--- config.mk ---
export PLATFORM = sky130hd
export DESIGN_NAME = flash_free_space_scanner_unit
export DESIGN_NICKNAME = d
export VERILOG_FILES = /design/src/ffs_pkg.sv /design/src/flash_free_space_scanner_unit.sv /design/src/ffs_cfg_regs.sv /design/src/ffs_in_stage.sv /design/src/ffs_scan_core.sv /design/src/ffs_out_stage.sv
export SDC_FILE = /design/constraint.sdc
export NUM_CORES = 1
export LEC_CHECK = 0
export BUFFER_PORTS_ARGS = -buffer_cell sky130_fd_sc_hd__buf_2
export CAP_MARGIN = 20
export CORE_AREA = 2 2 220 244
export CTS_BUF_LIST = sky130_fd_sc_hd__clkbuf_8
export CTS_CLUSTER_DIAMETER = 80
export CTS_CLUSTER_SIZE = 16
export DETAILED_ROUTE_END_ITERATION = 16
export DIE_AREA = 0 0 222 246
export PLACE_DENSITY_LB_ADDON = 0.08
export SETUP_SLACK_MARGIN = 0.3
export SLEW_MARGIN = 10
export SYNTH_ARGS = -nofsm -noshare
export SYNTH_HDL_FRONTEND = slang
export SYNTH_HIERARCHICAL = 1
export SYNTH_SLANG_ARGS = --single-unit
export TNS_END_PERCENT = 5
--- constraint.sdc ---
create_clock -name clk -period 4.05 [get_ports clk]
set_clock_uncertainty 0.2 [all_clocks]
set_input_delay 0.6075 -clock clk [delete_from_list [all_inputs] [get_ports clk]]
set_output_delay 0.6075 -clock clk [all_outputs]
set_load 0.1 [all_outputs]
--- src/ffs_pkg.sv ---
// Package for the flash free space scanner: item, result and configuration types,
// opcodes, phase codes, register indexes and reset values.
// No dependencies.
package ffs_pkg;

  localparam int ADDR_W = 25;
  localparam int SUM_W = ADDR_W + 1;
  localparam int OUT_ADDR_W = 24;
  localparam int PPS_W = 9;
  localparam int RUN_W = 3;

  localparam int PAGE_BYTES_DEFAULT = 256;
  localparam int RUN_NEEDED_DEFAULT = 4;

  localparam logic [ADDR_W-1:0] TOTAL_BYTES_RESET = 25'd16777216;
  localparam logic [PPS_W-1:0] PPS_RESET = 9'd256;
  localparam logic [ADDR_W-1:0] FULL_LIMIT_RESET = 25'd15938355;

  localparam logic [7:0] ERASED_BYTE = 8'hFF;
  localparam logic [RUN_W-1:0] RUN_MAX = 3'd7;

  localparam logic [1:0] CFG_TOTAL_BYTES = 2'd0;
  localparam logic [1:0] CFG_PAGES_PER_SECTOR = 2'd1;
  localparam logic [1:0] CFG_FULL_LIMIT = 2'd2;

  localparam logic KIND_READ = 1'b0;
  localparam logic KIND_DONE = 1'b1;
  localparam logic OUTCOME_ENABLED = 1'b0;
  localparam logic OUTCOME_FULL = 1'b1;

  typedef enum logic [1:0] {
    OP_START = 2'd0,
    OP_DATA  = 2'd1,
    OP_FAIL  = 2'd2
  } opcode_t;

  typedef enum logic [1:0] {
    PH_IDLE   = 2'd0,
    PH_SECTOR = 2'd1,
    PH_PAGE   = 2'd2
  } phase_t;

  typedef struct packed {
    logic [1:0] opcode;
    logic [7:0] data_byte;
    logic       page_end;
  } item_t;

  typedef struct packed {
    logic                  kind;
    logic [OUT_ADDR_W-1:0] address;
    logic                  outcome;
  } result_t;

  typedef struct packed {
    logic [ADDR_W-1:0] total_bytes;
    logic [ADDR_W-1:0] full_limit;
  } cfg_t;

endpackage

--- src/flash_free_space_scanner_unit.sv ---
// Flash free space scanner: finds the address where a log may resume in a serial flash.
// An accepted item is captured in the input register, and its result is registered in the output register.
// Throughput is one item per cycle; the input register, decision logic and result
// register form a single pass, and a held result stalls input only when it is not taken.
// Synchronous reset returns the scan to idle and the configuration to its defaults.
module flash_free_space_scanner_unit #(
  parameter int PAGE_BYTES = ffs_pkg::PAGE_BYTES_DEFAULT,
  parameter int RUN_NEEDED = ffs_pkg::RUN_NEEDED_DEFAULT
) (
  input  logic                          clk,
  input  logic                          rst,
  input  logic                          item_valid,
  output logic                          item_stall,
  input  logic [1:0]                    opcode,
  input  logic [7:0]                    data_byte,
  input  logic                          page_end,
  output logic                          result_valid,
  input  logic                          result_stall,
  output logic                          kind,
  output logic [ffs_pkg::OUT_ADDR_W-1:0] address,
  output logic                          outcome,
  input  logic                          cfg_valid,
  output logic                          cfg_ready,
  input  logic [1:0]                    cfg_index,
  input  logic [ffs_pkg::ADDR_W-1:0]    cfg_data
);
  import ffs_pkg::*;

  localparam int SB_W = PPS_W + $clog2(PAGE_BYTES + 1);

  item_t           item_in;
  item_t           held;
  logic            held_valid;
  logic            can_take;
  logic            advance;
  cfg_t            cfg;
  logic [SB_W-1:0] sector_bytes;
  logic            res_valid;
  result_t         res;
  result_t         result;

  assign item_in.opcode = opcode;
  assign item_in.data_byte = data_byte;
  assign item_in.page_end = page_end;
  assign advance = held_valid && can_take;
  assign kind = result.kind;
  assign address = result.address;
  assign outcome = result.outcome;

  ffs_cfg_regs #(
    .PAGE_BYTES(PAGE_BYTES),
    .SB_W(SB_W)
  ) u_cfg (
    .clk(clk),
    .rst(rst),
    .cfg_valid(cfg_valid),
    .cfg_ready(cfg_ready),
    .cfg_index(cfg_index),
    .cfg_data(cfg_data),
    .cfg(cfg),
    .sector_bytes(sector_bytes)
  );

  ffs_in_stage u_in (
    .clk(clk),
    .rst(rst),
    .item_valid(item_valid),
    .item_stall(item_stall),
    .item_in(item_in),
    .held_valid(held_valid),
    .held(held),
    .advance(advance)
  );

  ffs_scan_core #(
    .PAGE_BYTES(PAGE_BYTES),
    .RUN_NEEDED(RUN_NEEDED),
    .SB_W(SB_W)
  ) u_core (
    .clk(clk),
    .rst(rst),
    .advance(advance),
    .item(held),
    .cfg(cfg),
    .sector_bytes(sector_bytes),
    .res_valid(res_valid),
    .res(res)
  );

  ffs_out_stage u_out (
    .clk(clk),
    .rst(rst),
    .res_valid(advance && res_valid),
    .res(res),
    .can_take(can_take),
    .result_valid(result_valid),
    .result_stall(result_stall),
    .result(result)
  );

endmodule

--- src/ffs_cfg_regs.sv ---
// Configuration registers of the flash free space scanner.
// Holds device size and full limit, and the sector size in bytes worked out at write time.
// Depends on ffs_pkg.
module ffs_cfg_regs #(
  parameter int PAGE_BYTES = ffs_pkg::PAGE_BYTES_DEFAULT,
  parameter int SB_W = ffs_pkg::PPS_W + $clog2(PAGE_BYTES + 1)
) (
  input  logic                 clk,
  input  logic                 rst,
  input  logic                 cfg_valid,
  output logic                 cfg_ready,
  input  logic [1:0]           cfg_index,
  input  logic [ffs_pkg::ADDR_W-1:0] cfg_data,
  output ffs_pkg::cfg_t        cfg,
  output logic [SB_W-1:0]      sector_bytes
);
  import ffs_pkg::*;

  logic [PPS_W-1:0] pps_eff;
  logic [SB_W-1:0]  sector_bytes_next;

  assign cfg_ready = 1'b1;

  always_comb begin
    pps_eff = (cfg_data[PPS_W-1:0] == '0) ? PPS_W'(1) : cfg_data[PPS_W-1:0];
    sector_bytes_next = SB_W'(pps_eff) * SB_W'(PAGE_BYTES);
  end

  always_ff @(posedge clk) begin
    if (rst) begin
      cfg.total_bytes <= TOTAL_BYTES_RESET;
      cfg.full_limit <= FULL_LIMIT_RESET;
      sector_bytes <= SB_W'(PPS_RESET) * SB_W'(PAGE_BYTES);
    end else if (cfg_valid && cfg_ready) begin
      case (cfg_index)
        CFG_TOTAL_BYTES: cfg.total_bytes <= cfg_data;
        CFG_PAGES_PER_SECTOR: sector_bytes <= sector_bytes_next;
        CFG_FULL_LIMIT: cfg.full_limit <= cfg_data;
        default: ;
      endcase
    end
  end

endmodule

--- src/ffs_in_stage.sv ---
// Input register of the flash free space scanner.
// Captures one item per cycle while not stalled, and holds it until the scan core takes it.
// Depends on ffs_pkg.
module ffs_in_stage (
  input  logic           clk,
  input  logic           rst,
  input  logic           item_valid,
  output logic           item_stall,
  input  ffs_pkg::item_t item_in,
  output logic           held_valid,
  output ffs_pkg::item_t held,
  input  logic           advance
);
  import ffs_pkg::*;

  assign item_stall = held_valid && !advance;

  always_ff @(posedge clk) begin
    if (rst) begin
      held_valid <= 1'b0;
    end else if (!item_stall) begin
      held_valid <= item_valid;
    end
  end

  always_ff @(posedge clk) begin
    if (!item_stall) begin
      held <= item_in;
    end
  end

endmodule

--- src/ffs_scan_core.sv ---
// Scan state and per-item decision logic of the flash free space scanner.
// Updates phase, addresses and page flags, and forms at most one result per item.
// Depends on ffs_pkg.
module ffs_scan_core #(
  parameter int PAGE_BYTES = ffs_pkg::PAGE_BYTES_DEFAULT,
  parameter int RUN_NEEDED = ffs_pkg::RUN_NEEDED_DEFAULT,
  parameter int SB_W = ffs_pkg::PPS_W + $clog2(PAGE_BYTES + 1)
) (
  input  logic             clk,
  input  logic             rst,
  input  logic             advance,
  input  ffs_pkg::item_t   item,
  input  ffs_pkg::cfg_t    cfg,
  input  logic [SB_W-1:0]  sector_bytes,
  output logic             res_valid,
  output ffs_pkg::result_t res
);
  import ffs_pkg::*;

  localparam logic [SUM_W-1:0] BACK = SUM_W'(PAGE_BYTES * (RUN_NEEDED - 1));
  localparam logic [RUN_W-1:0] RUN_GOAL = RUN_W'(RUN_NEEDED);

  phase_t            phase, phase_next;
  logic [ADDR_W-1:0] current_address, current_address_next;
  logic [ADDR_W-1:0] window_start, window_start_next;
  logic              page_all_erased, page_all_erased_next;
  logic [RUN_W-1:0]  empty_run, empty_run_next;

  logic              page_empty;
  logic [SUM_W-1:0]  cur_w;
  logic [SUM_W-1:0]  sb_w;
  logic [SUM_W-1:0]  next_sector;
  logic [SUM_W-1:0]  next_page;
  logic [SUM_W-1:0]  window_end;
  logic [ADDR_W-1:0] rewind;
  logic [SUM_W-1:0]  back_addr;
  logic [RUN_W-1:0]  run_step;

  function automatic logic [ADDR_W-1:0] sat25(input logic [SUM_W-1:0] v);
    return v[SUM_W-1] ? {ADDR_W{1'b1}} : v[ADDR_W-1:0];
  endfunction

  function automatic logic [OUT_ADDR_W-1:0] sat24(input logic [SUM_W-1:0] v);
    return (|v[SUM_W-1:OUT_ADDR_W]) ? {OUT_ADDR_W{1'b1}} : v[OUT_ADDR_W-1:0];
  endfunction

  always_comb begin
    page_empty = page_all_erased && (item.data_byte == ERASED_BYTE);
    cur_w = SUM_W'(current_address);
    sb_w = SUM_W'(sector_bytes);
    next_sector = cur_w + sb_w;
    next_page = cur_w + SUM_W'(PAGE_BYTES);
    window_end = SUM_W'(window_start) + (sb_w << 1);
    rewind = (cur_w >= sb_w) ? ADDR_W'(cur_w - sb_w) : '0;
    back_addr = (cur_w >= BACK) ? (cur_w - BACK) : '0;
    if (!page_empty) begin
      run_step = '0;
    end else if (empty_run == RUN_MAX) begin
      run_step = RUN_MAX;
    end else begin
      run_step = empty_run + RUN_W'(1);
    end
  end

  always_comb begin
    phase_next = phase;
    current_address_next = current_address;
    window_start_next = window_start;
    page_all_erased_next = page_all_erased;
    empty_run_next = empty_run;
    case (opcode_t'(item.opcode))
      OP_START: begin
        current_address_next = '0;
        window_start_next = '0;
        page_all_erased_next = 1'b1;
        empty_run_next = '0;
        phase_next = (cfg.total_bytes == '0) ? PH_IDLE : PH_SECTOR;
      end
      OP_FAIL: begin
        phase_next = PH_IDLE;
      end
      OP_DATA: begin
        if (phase != PH_IDLE) begin
          page_all_erased_next = item.page_end ? 1'b1 : page_empty;
          if (item.page_end) begin
            if (phase == PH_SECTOR) begin
              if (page_empty && current_address == '0) begin
                phase_next = PH_IDLE;
              end else if (page_empty) begin
                window_start_next = rewind;
                current_address_next = rewind;
                empty_run_next = '0;
                phase_next = PH_PAGE;
              end else begin
                current_address_next = sat25(next_sector);
                if (next_sector >= SUM_W'(cfg.total_bytes)) begin
                  phase_next = PH_IDLE;
                end
              end
            end else begin
              empty_run_next = run_step;
              if (current_address >= cfg.full_limit || run_step == RUN_GOAL) begin
                phase_next = PH_IDLE;
              end else begin
                current_address_next = sat25(next_page);
                if (next_page >= window_end) begin
                  phase_next = PH_IDLE;
                end
              end
            end
          end
        end
      end
      default: ;
    endcase
  end

  always_comb begin
    res_valid = 1'b0;
    res.kind = KIND_READ;
    res.address = '0;
    res.outcome = OUTCOME_ENABLED;
    case (opcode_t'(item.opcode))
      OP_START: begin
        res_valid = 1'b1;
        if (cfg.total_bytes == '0) begin
          res.kind = KIND_DONE;
          res.outcome = OUTCOME_FULL;
        end
      end
      OP_FAIL: begin
        if (phase != PH_IDLE) begin
          res_valid = 1'b1;
          res.kind = KIND_DONE;
          res.address = sat24(cur_w);
          res.outcome = OUTCOME_FULL;
        end
      end
      OP_DATA: begin
        if (phase != PH_IDLE && item.page_end) begin
          res_valid = 1'b1;
          if (phase == PH_SECTOR) begin
            if (page_empty && current_address == '0) begin
              res.kind = KIND_DONE;
            end else if (page_empty) begin
              res.address = sat24(SUM_W'(rewind));
            end else if (next_sector >= SUM_W'(cfg.total_bytes)) begin
              res.kind = KIND_DONE;
              res.address = sat24(next_sector);
              res.outcome = OUTCOME_FULL;
            end else begin
              res.address = sat24(SUM_W'(sat25(next_sector)));
            end
          end else begin
            if (current_address >= cfg.full_limit) begin
              res.kind = KIND_DONE;
              res.address = sat24(cur_w);
              res.outcome = OUTCOME_FULL;
            end else if (run_step == RUN_GOAL) begin
              res.kind = KIND_DONE;
              res.address = sat24(back_addr);
            end else if (next_page >= window_end) begin
              res.kind = KIND_DONE;
              res.address = sat24(next_page);
              res.outcome = OUTCOME_FULL;
            end else begin
              res.address = sat24(SUM_W'(sat25(next_page)));
            end
          end
        end
      end
      default: ;
    endcase
  end

  always_ff @(posedge clk) begin
    if (rst) begin
      phase <= PH_IDLE;
      current_address <= '0;
      window_start <= '0;
      page_all_erased <= 1'b1;
      empty_run <= '0;
    end else if (advance) begin
      phase <= phase_next;
      current_address <= current_address_next;
      window_start <= window_start_next;
      page_all_erased <= page_all_erased_next;
      empty_run <= empty_run_next;
    end
  end

  a_done_goes_idle: assert property (@(posedge clk) disable iff (rst)
    (advance && res_valid && res.kind == KIND_DONE) |=> (phase == PH_IDLE))
    else $error("scan finished but phase did not return to idle");

  a_start_clears: assert property (@(posedge clk) disable iff (rst)
    (advance && item.opcode == OP_START) |=>
      (current_address == '0 && window_start == '0 && empty_run == '0 && page_all_erased))
    else $error("start item did not clear the scan state");

  a_page_end_rearms: assert property (@(posedge clk) disable iff (rst)
    (advance && phase != PH_IDLE && item.opcode == OP_DATA && item.page_end) |=>
      page_all_erased)
    else $error("erased flag not rearmed after a page end");

  a_idle_data_silent: assert property (@(posedge clk) disable iff (rst)
    (phase == PH_IDLE && item.opcode != OP_START) |-> !res_valid)
    else $error("result formed while idle");

endmodule

--- src/ffs_out_stage.sv ---
// Result register of the flash free space scanner.
// Holds one result until the receiver takes it; a free or draining register lets the core advance.
// Depends on ffs_pkg.
module ffs_out_stage (
  input  logic             clk,
  input  logic             rst,
  input  logic             res_valid,
  input  ffs_pkg::result_t res,
  output logic             can_take,
  output logic             result_valid,
  input  logic             result_stall,
  output ffs_pkg::result_t result
);
  import ffs_pkg::*;

  assign can_take = !result_valid || !result_stall;

  always_ff @(posedge clk) begin
    if (rst) begin
      result_valid <= 1'b0;
    end else if (can_take) begin
      result_valid <= res_valid;
    end
  end

  always_ff @(posedge clk) begin
    if (can_take && res_valid) begin
      result <= res;
    end
  end

endmodule
==> metrics.cfg, run 1 <==
[pwr]
power-per-cell-area_nw_per_um2=220
irDropWorstVdd_mv=0.179
p_leak_nw=7.59
finalPower_mw=3.84

[outcome]
outcome=finished, violations left
violations=negative setup slack

[setup_path]
cp.arrival_ps=4270
r2r_cells=19
crit_fanout=4
worstSetupPathType=reg2reg
worstReg2RegStart=u_cfg/sector_bytes[13]
required_ps=4170
reg2reg_slack_ps=-90
reg2reg_to=u_out/result[0]
crit_path_end_kind=flop
cp-start-kind=flop

[clock_network]
cts_tree=yes
cts_root_buf=clkbuf_8
clk_pin_slew_worst_paths_ps=100
cts.sinks=154
cts_buffers=17
worstSkewPairLatency_ps=580
htreeDepth=4
clockBufferDepth=2

[min_path]
hp-class=in2reg
holdCritStartpoint=cfg_data[13]
min_path_cells=3
hold_end=u_cfg/cfg[13]

[grt]
grt_start_max_net_pins=44
grt_pass1_wl_mm=92.3
antenna_found_initial=1
grt_pass1_vias=14008
gr-total-overflow=0
track_usage_pct=23.1

[route]
routedWlPerCell_um=23.2
drt_pass1_iterations=5
via_per_inst=5.20
vias=14034
drtIter0Drc=1106
drt_wl_total_mm=62.7
ant_nets=0
drc=0

[placed_design]
io_buffers=70
hpwl_mm=49.6
gp_congestion=0.928

[floorplanning]
io_pins=72
initial_core_util_pct=25.7
dieHeight_um=246
die_x_um=222
die-area_um2=54600
core-area_um2=52100
placementRows=88

[sta]
fin_crit_sh_pct=102
relSlewSlack_pct=29.5
slew_violations=0
tightest_slew_ps=1060
period_needed_ps=4140
setup_ws_ps=-93.7
finalHoldViolCount=0
fin_hold_ws_ps=58.6
max_freq_mhz=241
rsz0062_at_grt=true
finalSetupViolations=3

[yosys]
synth_top_area_share_pct=17.5
synthCells=1719
synth.cell_area_um2=13400
ys_seq_elements=154
ys.flop_type=dfxtp_1
synth_edf_count=37
async_flop_share_pct=0
yosysUniqueCellTypes=100
yosysSeqAreaShare_pct=25.8
avgSynthCellArea_um2=7.80
yosys.area.top_type=dfxtp_1
synth-warning-count=6
synth_area_leaders=dfxtp_1 (17%), ha_1 (13%), edfxtp_1 (8.3%)

[run]
drv_cap=0

[cells_and_area]
num-nets-final=2190
layout-drive-gt1-share_pct=26.5
area_growth_pct=30.0

## cell type report
| class | count | area [µm²] |
|---|---|---|
| Fill cell | 5596 | 34600 |
| Multi-Input combinational cell | 1360 | 9600 |
| Sequential cell | 154 | 3480 |
| Timing Repair Buffer | 362 | 2650 |
| Tap cell | 675 | 845 |
| Inverter | 112 | 425 |
| Clock buffer | 18 | 248 |
| Clock inverter | 14 | 180 |
| Antenna cell | 2 | 5.00 |
## synth_stat cells, drive strengths merged (12+ instances only)
library cell and instances:
a211oi 21, a21o 32, a21oi 134, a22oi 20
and3 13, buf 57, clkbuf 44, dfxtp 117
edfxtp 37, ha 137, inv 112, nand2 191
nand2b 18, nand3 37, nand3b 18, nand4 21
nor2 171, nor2b 17, nor3 55, nor4 20
o211ai 33, o21a 12, o21ai 105, o221ai 14
or3 15, xnor2 46, xor2 34
## through the flow
step                TNS [ps]  cell area [µm²]  cells  setup WS (ps)  utilization, %
global route            -855            17400   2696           -256            33.5
detailed placement     -1290            16200   2635           -270            31.2
CTS                     -295            17100   2688           -112            32.8
floorplan                  0            13600   1727            140               -
global placement        -988            16200   2635           -207            31.2
finish                  -192            17400   2697          -93.7            33.5
## metal layers
metal  share of wire, %  up-vias  GRT usage [%]  routed length (µm)
met5                  0        -              0                   0
met1                 46     6766           29.7               28500
met3                4.2       95           3.54                2650
li1                   -     6769              -                   -
met4                3.8        0           9.20                2380
met2                 46      404           38.6               29100
## power breakdown
part	total, mW	internal, mW	switching, mW
Combinational	0.824	0.306	0.518
Sequential	1.64	1.61	0.0272
Clock	1.38	0.679	0.701
Total	3.84	2.59	1.25
## logic make-up after synthesis
kind of cell | share of synthesized area (%)
simple gates | 23.1
compound gates | 24.8
buf+inv | 7.09
flops | 25.8
fa+ha+maj | 13.2
xor+xnor | 5.23
mux | 0.756
other cells | 0.0560
## flip-flops by register name, indices dropped and copies added, names as in the netlist
| register | count |
|---|---|
| u_cfg/cfg | 50 |
| u_core/window_start | 25 |
| u_in/held_valid | 1 |
| u_core/empty_run | 3 |
| u_cfg/sector_bytes | 9 |
| u_core/page_all_erased | 1 |
| u_core/phase | 2 |
| u_out/result_valid | 1 |
| u_out/result | 26 |
| u_core/current_address | 25 |
| u_in/held | 11 |
## how the worst max path moves through the flow
| stage | start | to | slack (ps) |
|---|---|---|---|
| 2_1_floorplan | u_cfg/sector_bytes[10] | u_out/result[0] | 140 |
| 5_1_grt | u_cfg/sector_bytes[13] | u_core/phase[0] | -260 |
| 6_report | u_cfg/sector_bytes[13] | u_out/result[0] | -90 |
| 4_1_cts | u_cfg/sector_bytes[10] | u_core/phase[0] | -110 |
| 3_3_place_gp | u_cfg/sector_bytes[15] | u_out/result[9] | -210 |
| 3_5_place_dp | u_cfg/sector_bytes[10] | u_out/result[0] | -270 |
## worst max-delay path, cell delays in order, from the launching register on
cell and delay (ps):
dfxtp_2 340, inv_1 40, ha_1 290, buf_4 170, nor4_4 310, buf_4 160
a221oi_2 70, buf_4 190, o41ai_4 210, xor2_1 250, ha_1 280, a21o_1 180
a21o_1 180, a21oi_2 160, nand3_1 100, o32ai_2 200, buf_4 210, a21oi_1 80
o211ai_1 170, nand2_1 90
## repair_timing
action                     in CTS  in global routing
pin swaps                      24                 37
resized for setup              51                 70
setup buffers                   8                  7
hold endpoints to repair       13                  0
setup endpoints to repair      61                 47
hold buffers                   13                  0
## cells in the final DEF (no fill, tap or decap), drive strengths merged, types with 21 or more instances in the layout
cell type	Yosys	routed
dfxtp	117	117
xnor2	46	46
ha	137	137
nand2	191	191
o21ai	105	105
xor2	34	34
nor2	171	171
a211oi	21	21
nand4	21	21
buf	57	349
edfxtp	37	37
inv	112	115
a21o	32	32
a21oi	134	134
nor3	55	55
nand3	37	37
o211ai	33	33
No activity file was read; power rests on OpenSTA's default activity.
==> run 2, diff against run 1 <==
--- a/config.mk
+++ b/config.mk
@@ -7,17 +7,16 @@
 export LEC_CHECK = 0
 export BUFFER_PORTS_ARGS = -buffer_cell sky130_fd_sc_hd__buf_2
 export CAP_MARGIN = 20
-export CORE_AREA = 2 2 220 244
+export CORE_AREA = 2 2 203 225
 export CTS_BUF_LIST = sky130_fd_sc_hd__clkbuf_8
 export CTS_CLUSTER_DIAMETER = 80
 export CTS_CLUSTER_SIZE = 16
 export DETAILED_ROUTE_END_ITERATION = 16
-export DIE_AREA = 0 0 222 246
+export DIE_AREA = 0 0 205 227
 export PLACE_DENSITY_LB_ADDON = 0.08
 export SETUP_SLACK_MARGIN = 0.3
 export SLEW_MARGIN = 10
 export SYNTH_ARGS = -nofsm -noshare
 export SYNTH_HDL_FRONTEND = slang
-export SYNTH_HIERARCHICAL = 1
 export SYNTH_SLANG_ARGS = --single-unit
 export TNS_END_PERCENT = 5
==> run 2 against run 1 <==
Net effect:
- the run still ends with negative setup slack left
- largest cell class unchanged
- cell count down 15%
- sequential power about the same
- via count shrank 18%
- highest routed layer unchanged
==> metrics.cfg, run 2 <==
[yosys]
synth_edf_count=37  ; unchanged
async_flop_share_pct=0  ; unchanged
synthCells=1473  ; was 1719
ys_seq_elements=154  ; unchanged
postSynthNetCount=1629
synth_top_area_share_pct=20.6  ; was 17.5%
yosys.area.top_type=dfxtp_1  ; unchanged
yosysUniqueCellTypes=84  ; was 100
yosysMostFrequentCell=nand2_1  ; unchanged
avgSynthCellArea_um2=7.74  ; was 7.80 µm²
synth_area_leaders=dfxtp_1 (21%), ha_1 (12%), edfxtp_1 (9.8%)  ; was dfxtp_1 (17%), ha_1 (13%), edfxtp_1 (8.3%)
yosysSeqAreaShare_pct=30.3  ; was 25.8%
synth.cell_area_um2=11400  ; was 13400 µm²
synth-warning-count=0  ; was 6
ys_top_cells_by_count=nand2_1 (199), a21oi_1 (157), nor2_1 (124)  ; was nand2_1 (188), nor2_1 (166), ha_1 (137)
ys.flop_type=dfxtp_1  ; unchanged

[setup_path]
cpMostUsedCell=buf_4  ; unchanged
worstSetupPathType=reg2reg  ; unchanged
reg2reg_slack_ps=-100  ; was -90 ps
worstReg2RegStart=u_cfg.sector_bytes[8]  ; was u_cfg/sector_bytes[13]
cpPeakStageDelay_ps=370  ; was 340 ps
reg2reg_to=u_core.phase[1]  ; was u_out/result[0]
cp-start-kind=flop  ; unchanged
crit_fanout=3  ; was 4
r2r_cells=24  ; was 19
path_cells=buf_6, ha_4, inv_2, fa_2, inv_2, a21oi_2, o21bai_1, a21o_1, a21o_1, buf_4, buf_4, buf_4, buf_4, xnor2_2, ha_1, a21oi_1, o21ai_0, buf_4, o311ai_1, o21a_1, and3_4, a31oi_4, nand3b_1, a31oi_1  ; was inv_1, ha_1, buf_4, nor4_4, buf_4, a221oi_2, buf_4, o41ai_4, xor2_1, ha_1, a21o_1, a21o_1, a21oi_2, nand3_1, o32ai_2, buf_4, a21oi_1, o211ai_1, nand2_1
crit_path_top_delay_cell=dfxtp_4  ; was dfxtp_2
required_ps=4340  ; was 4170 ps
cp.arrival_ps=4440  ; was 4270 ps
crit_buf_inv=8  ; was 5
crit_path_end_kind=flop  ; unchanged
path_delay_family=compound AO/OA/AOI/OAI gates  ; unchanged

[sta]
finalHoldViolCount=0  ; unchanged
fin_hold_ws_ps=71.0  ; was 58.6 ps
setup_ws_ps=-96.2  ; was -93.7 ps
finalSetupViolations=4  ; was 3
relSlewSlack_pct=39.0  ; was 29.5%
slew_violations=0  ; unchanged
period_needed_ps=4150  ; was 4140 ps
fin_crit_sh_pct=102  ; about the same
tightest_slew_ps=911  ; was 1060 ps
max_freq_mhz=241  ; about the same
rsz0062_at_grt=true  ; unchanged

[clock_network]
clockBufferDepth=2  ; unchanged
worstSkewPairLatency_ps=580  ; about the same
cts.sinks=154  ; unchanged
htreeDepth=4  ; unchanged
cts_buffers=17  ; unchanged
clk_pin_slew_worst_paths_ps=90  ; was 100 ps
cts_root_buf=clkbuf_8  ; unchanged
cts_tree=yes  ; unchanged

[pwr]
p_sw_mw=1.27  ; was 1.25 mW
clkPwrFrac_pct=34.4  ; was 35.9%
p_leak_nw=6.09  ; was 7.59 nW
swShare_pct=34.7  ; was 32.4%
power_frac_seq_pct=44.7  ; was 42.6%
combPwrFrac_pct=20.8  ; was 21.5%
power-per-cell-area_nw_per_um2=247  ; was 220 nW/µm²
irDropWorstVdd_mv=0.250  ; was 0.179 mV
p_int_mw=2.39  ; was 2.59 mW

[cells_and_area]
fillers=4812  ; was 5596
max_flop_register=u_cfg.cfg  ; was u_cfg/cfg
largest_reg_flops=50  ; unchanged
layout_commonest_cell=buf_4  ; unchanged
layout_common_cells=buf_4 (199), nand2_1 (197), a21oi_1 (148), nor2_1 (124), dfxtp_1 (112)  ; was buf_4 (271), nand2_1 (187), nor2_1 (163), ha_1 (128), a21oi_1 (119)
reg.largest.list=u_cfg.cfg: 50 flops, u_out.result: 26 flops  ; was u_cfg/cfg: 50 flops, u_out/result: 26 flops
layout-drive-gt1-share_pct=24.0  ; was 26.5%
n_antenna_cell=0  ; was 2
area_growth_pct=29.9  ; was 30.0%
num-nets-final=1858  ; was 2190
instances_no_fill=2296  ; was 2697

[outcome]
violations=negative setup slack  ; unchanged
outcome=finished, violations left  ; unchanged

[floorplanning]
die-area_um2=46500  ; was 54600 µm²
placementRows=81  ; was 88
dieHeight_um=227  ; was 246 µm
io_pins=72  ; unchanged
initial_core_util_pct=25.8  ; was 25.7%
die_x_um=205  ; was 222 µm
core-area_um2=44200  ; was 52100 µm²

[run]
drv_cap=0  ; unchanged

[route]
routedWlPerCell_um=21.1  ; was 23.2 µm
drc=0  ; unchanged
vias=11504  ; was 14034
drtIter0Drc=650  ; was 1106
drt_wl_total_mm=48.5  ; was 62.7 mm
via_per_inst=5.01  ; was 5.20
ant_nets=0  ; unchanged
drt_pass1_iterations=5  ; unchanged

[grt]
grt_pass1_vias=11378  ; was 14008
track_usage_pct=21.5  ; was 23.1%
gr-total-overflow=0  ; unchanged
grt_pass1_wl_mm=72.8  ; was 92.3 mm
antenna_found_initial=1  ; unchanged
grt_start_max_net_pins=70  ; was 44

[placed_design]
gp_congestion=0.928  ; unchanged
place_ws_ps=-411  ; was -270 ps
dp.cells=2236  ; was 2635
hpwl_mm=38.2  ; was 49.6 mm
io_buffers=70  ; unchanged

[min_path]
min_path_cells=3  ; unchanged
hp-class=in2reg  ; unchanged
holdCritStartpoint=item_valid  ; was cfg_data[13]
hold_end=u_in.held_valid  ; was u_cfg/cfg[13]

run 2: what timing repair did:
action / in CTS / in global routing
buffers inserted: 8 / 3
gates resized for setup: 65 / 48
endpoints found under the hold margin: 17 / 0
pin swaps: 39 / 44
endpoints found under the setup margin: 37 / 38
hold buffers: 17 / 0
run 2: worst max-delay path by stage:
| stage | startpoint | to | depth (start not counted) |
|---|---|---|---|
| finish | u_cfg.sector_bytes[8] | u_core.phase[1] | 24 |
| CTS | u_cfg.sector_bytes[8] | u_core.phase[0] | 23 |
| global route | u_core.current_address[9] | u_out.result[0] | 17 |
| detailed placement | u_cfg.sector_bytes[8] | u_core.phase[0] | 23 |
| floorplan | u_core.current_address[8] | u_out.result[0] | 17 |
| global placement | u_cfg.sector_bytes[9] | u_out.result[25] | 18 |
run 2: final cells by class:
type                    instances  area, µm²  share of cell area [%]
inverters                     109        412                    2.78
well taps                     581        727                    4.91
flip-flops and latches        154       3460                    23.4
clock inverters                15        151                    1.02
clock buffers                  17        234                    1.58
repair buffers                292       2120                    14.3
multi-input cells            1128       7700                    52.0
run 2: stage by stage:
stage | setup TNS (ps) | total power, mW | util [%] | area, µm²
2_1_floorplan | 0 | 2.08 | - | 11400
3_3_place_gp | -1570 | 2.39 | 30.9 | 13600
3_5_place_dp | -1660 | 2.39 | 30.9 | 13600
4_1_cts | -545 | 3.72 | 33.0 | 14600
5_1_grt | -1270 | 3.86 | 33.5 | 14800
6_report | -315 | 3.66 | 33.5 | 14800
run 2: metal layers:
| layer | up-vias | routed length [µm] | track usage, % |
|---|---|---|---|
| met2 | 287 | 21400 | 33.3 |
| li1 | 5717 | - | - |
| met1 | 5433 | 22800 | 28.4 |
| met5 | - | 0 | 0 |
| met4 | 0 | 2190 | 11.3 |
| met3 | 67 | 2140 | 4.02 |
run 2: worst reg2reg max path: cells and delay by family (launching register included):
family	cells	cell delay, ps
adder cells (fa/ha/maj)	3	650
flip-flops	1	370
XOR/XNOR	1	120
AO/OA/AOI/OAI	10	1480
buffers and inverters	8	870
AND/OR/NAND/NOR	2	410
run 2: logic make-up after synthesis:
group | Yosys count | share of synthesized area, %
mux | 7 | 0.637
fa+ha+maj | 113 | 12.6
compound gates | 424 | 23.5
xor+xnor | 65 | 5.06
flops | 154 | 30.3
buf+inv | 191 | 6.71
other cells | 1 | 0.0329
simple gates | 518 | 21.2
run 2: power groups by stage:
stage,logic [mW],clock network [mW],registers (mW)
after floorplan,0.376,0,1.71
after global placement,0.717,0,1.67
after detailed placement,0.717,0,1.67
after CTS,0.752,1.33,1.64
after global routing,0.831,1.38,1.64
final,0.762,1.26,1.64
==> run 3, diff against run 2 <==
--- a/config.mk
+++ b/config.mk
@@ -5,14 +5,15 @@
 export SDC_FILE = /design/constraint.sdc
 export NUM_CORES = 1
 export LEC_CHECK = 0
+export ABC_AREA = 1
 export BUFFER_PORTS_ARGS = -buffer_cell sky130_fd_sc_hd__buf_2
 export CAP_MARGIN = 20
-export CORE_AREA = 2 2 203 225
+export CORE_AREA = 2 2 214 237
 export CTS_BUF_LIST = sky130_fd_sc_hd__clkbuf_8
 export CTS_CLUSTER_DIAMETER = 80
 export CTS_CLUSTER_SIZE = 16
 export DETAILED_ROUTE_END_ITERATION = 16
-export DIE_AREA = 0 0 205 227
+export DIE_AREA = 0 0 216 239
 export PLACE_DENSITY_LB_ADDON = 0.08
 export SETUP_SLACK_MARGIN = 0.3
 export SLEW_MARGIN = 10
==> run 3 against run 2 <==
Net effect:
- the flow now finishes without violations
- core utilization decreased by 2.8 points
- maximum frequency increased by 14%
- via count up 17%
- die area is 11% higher
- synthesized area up 11%
- sequential share of layout area down 0.44 points
- synthesized cell count increased by 31%
- critical endpoint is now u_out.result[0]
==> metrics.cfg, run 3 <==
[outcome]
outcome=finished, final reports clean  ; was finished, violations left

[placed_design]
io_buffers=70  ; unchanged
post_dp_cell_area_um2=14300  ; was 13600 µm²
place_ws_ps=-94.9  ; was -411 ps
hpwl_mm=45.8  ; was 38.2 mm
gp_congestion=0.910  ; was 0.928

[yosys]
synth_top_area_share_pct=18.6  ; was 20.6%
avgSynthCellArea_um2=6.57  ; was 7.74 µm²
postSynthNetCount=2079  ; was 1629
synth_edf_count=37  ; unchanged
yosys.area.top_type=dfxtp_1  ; unchanged
ys.flop_type=dfxtp_1  ; unchanged
synthCells=1923  ; was 1473
synth_area_leaders=dfxtp_1 (19%), nand2_1 (14%), ha_1 (11%)  ; was dfxtp_1 (21%), ha_1 (12%), edfxtp_1 (9.8%)
synth.cell_area_um2=12600  ; was 11400 µm²
ys_seq_elements=154  ; unchanged
yosysUniqueCellTypes=48  ; was 84
async_flop_share_pct=0  ; unchanged
yosysMostFrequentCell=nand2_1  ; unchanged
ys_top_cells_by_count=nand2_1 (460), inv_1 (231), a21oi_1 (206)  ; was nand2_1 (199), a21oi_1 (157), nor2_1 (124)
synth-warning-count=0  ; unchanged
yosysSeqAreaShare_pct=27.4  ; was 30.3%

[cells_and_area]
max_flop_register=u_cfg.cfg  ; unchanged
largest_reg_flops=50  ; unchanged
layout_common_cells=nand2_1 (447), inv_1 (223), a21oi_1 (200), nand3_1 (137), nor2_1 (124)  ; was buf_4 (199), nand2_1 (197), a21oi_1 (148), nor2_1 (124), dfxtp_1 (112)
reg.largest.list=u_cfg.cfg: 50 flops, u_out.result: 26 flops  ; unchanged
n_antenna_cell=0  ; unchanged
postLayoutCellArea_um2=15200  ; was 14800 µm²
layout-drive-gt1-share_pct=18.0  ; was 24.0%
post-route-util_pct=30.7  ; was 33.5%
area_growth_pct=20.4  ; was 29.9%
num-nets-final=2203  ; was 1858
layout_commonest_cell=nand2_1  ; was buf_4

[setup_path]
crit_fanout=4  ; was 3
cpPeakStageDelay_ps=380  ; was 370 ps
worstSetupPathType=reg2reg  ; unchanged
required_ps=4120  ; was 4340 ps
cpMostUsedCell=inv_1  ; was buf_4
reg2reg_to=u_out.result[0]  ; was u_core.phase[1]
crit_path_top_delay_cell=dfxtp_4  ; unchanged
crit_path_end_kind=flop  ; unchanged
reg2reg_slack_ps=400  ; was -100 ps
cp-start-kind=flop  ; unchanged
r2r_cells=21  ; was 24
path_cells=ha_1, inv_1, nor3_2, nand3_1, o2111ai_2, nand3_2, nor2_4, nand3_1, xor2_1, ha_1, nand2_2, inv_1, nand4_1, inv_1, a21oi_2, nand3_2, buf_4, nand2_1, a21oi_1, nand2_1, a21oi_1  ; was buf_6, ha_4, inv_2, fa_2, inv_2, a21oi_2, o21bai_1, a21o_1, a21o_1, buf_4, buf_4, buf_4, buf_4, xnor2_2, ha_1, a21oi_1, o21ai_0, buf_4, o311ai_1, o21a_1, and3_4, a31oi_4, nand3b_1, a31oi_1
cp.arrival_ps=3720  ; was 4440 ps
worstReg2RegStart=u_cfg.sector_bytes[14]  ; was u_cfg.sector_bytes[8]

[sta]
fin_crit_sh_pct=90.1  ; was 102%
finalSetupViolations=0  ; was 4
rsz0062_at_grt=true  ; unchanged
finalHoldViolCount=0  ; unchanged
max_freq_mhz=274  ; was 241 MHz
tightest_slew_ps=862  ; was 911 ps
slew_violations=0  ; unchanged
period_needed_ps=3650  ; was 4150 ps
setup_ws_ps=403  ; was -96.2 ps
relSlewSlack_pct=42.5  ; was 39.0%

[min_path]
hold_end=u_in.held[7]  ; was u_in.held_valid
min_path_cells=1  ; was 3
hp-class=in2reg  ; unchanged
holdCritStartpoint=data_byte[6]  ; was item_valid

[pwr]
irDropWorstVdd_mv=0.225  ; was 0.250 mV
p_leak_nw=6.93  ; was 6.09 nW
finalPower_mw=4.12  ; was 3.66 mW
power-per-cell-area_nw_per_um2=271  ; was 247 nW/µm²

[floorplanning]
initial_core_util_pct=25.5  ; was 25.8%
die_x_um=216  ; was 205 µm
core-area_um2=49500  ; was 44200 µm²
io_pins=72  ; unchanged
die-area_um2=51600  ; was 46500 µm²
placementRows=86  ; was 81
dieHeight_um=239  ; was 227 µm

[route]
vias=13490  ; was 11504
routedWlPerCell_um=21.4  ; was 21.1 µm
drt_wl_total_mm=58.3  ; was 48.5 mm
via_per_inst=4.96  ; was 5.01
drt_pass1_iterations=4  ; was 5
drc=0  ; unchanged
ant_nets=0  ; unchanged
drtIter0Drc=863  ; was 650

[grt]
grt_pass1_vias=13125  ; was 11378
met3_usage_pct=3.19  ; was 4.02%
use_met2_pct=38.3  ; was 33.3%
grt_start_max_net_pins=73  ; was 70
grt_pass1_wl_mm=85.4  ; was 72.8 mm
met1_usage_pct=29.2  ; was 28.4%
track_usage_pct=22.4  ; was 21.5%
grt_busiest_layer=met2  ; unchanged
antenna_found_initial=0  ; was 1
gr-total-overflow=0  ; unchanged

[clock_network]
worstSkewPairLatency_ps=530  ; was 580 ps
cts_buffers=17  ; unchanged
cts_root_buf=clkbuf_8  ; unchanged
cts_tree=yes  ; unchanged
htreeDepth=4  ; unchanged
clk_pin_slew_worst_paths_ps=100  ; was 90 ps
cts.sinks=154  ; unchanged
clockBufferDepth=2  ; unchanged

[run]
drv_cap=0  ; unchanged

[run 3: cells by family after synthesis]
kind of cell	count (synthesis)	synth area share (%)
simple gates	856	29.3
fa+ha+maj	113	11.4
xor+xnor	48	3.33
flops	154	27.4
other cells	1	0.0297
buf+inv	332	10.7
compound gates	419	18.0
[run 3: metal layers]
metal / routed length, µm / share of wire [%]
met1: 26500 / 45
met2: 27900 / 48
met3: 2590 / 4.4
met4: 1320 / 2.3
met5: 0 / 0
[run 3: worst max-delay path, delay by kind of cell, from the launching register on]
family	cells	cell delay, ps
buffers and inverters	4	380
AO/OA/AOI/OAI	4	410
adder cells (fa/ha/maj)	2	610
XOR/XNOR	1	160
flip-flops	1	380
AND/OR/NAND/NOR	10	1260
[run 3: how the worst max path moves through the flow]
stage	cells after the start	slack (ps)	endpoint	startpoint
after detailed placement	21	-90	u_out.result[25]	u_cfg.sector_bytes[16]
after global placement	21	-140	u_out.result[25]	u_cfg.sector_bytes[16]
after global routing	24	220	u_core.phase[1]	u_cfg.sector_bytes[14]
after floorplan	3	430	u_in.held[0]	u_out.result_valid
final	21	400	u_out.result[0]	u_cfg.sector_bytes[14]
after CTS	23	190	u_core.phase[1]	u_cfg.sector_bytes[8]
[run 3: area by class of cell]
| class | count | area (µm²) |
|---|---|---|
| multi-input combinational | 1437 | 8240 |
| sequential | 154 | 3490 |
| timing repair buffer | 190 | 1320 |
| clock inverter | 14 | 148 |
| inverter | 247 | 933 |
| clock buffer | 18 | 248 |
| tap | 660 | 826 |
| fill | 5555 | 34300 |
[run 3: timing repair]
action,in CTS,in global routing
hold buffers,0,0
gates resized for setup,7,119
endpoints found under the setup margin,5,9
setup buffers,1,11
pin swaps,2,36
[run 3: metrics by stage]
step / instances / setup TNS (ps) / hold WS, ps
2_1_floorplan: 1923 / 0 / 234
3_3_place_gp: 2676 / -466 / 253
3_5_place_dp: 2676 / -220 / 252
4_1_cts: 2709 / 0 / 7.23
5_1_grt: 2720 / 0 / 16.1
6_report: 2720 / 0 / 54.1
[run 3: where the power goes]
group          internal, mW  switching [mW]
Sequential             1.62          0.0362
Combinational         0.340           0.834
Clock                 0.527           0.756
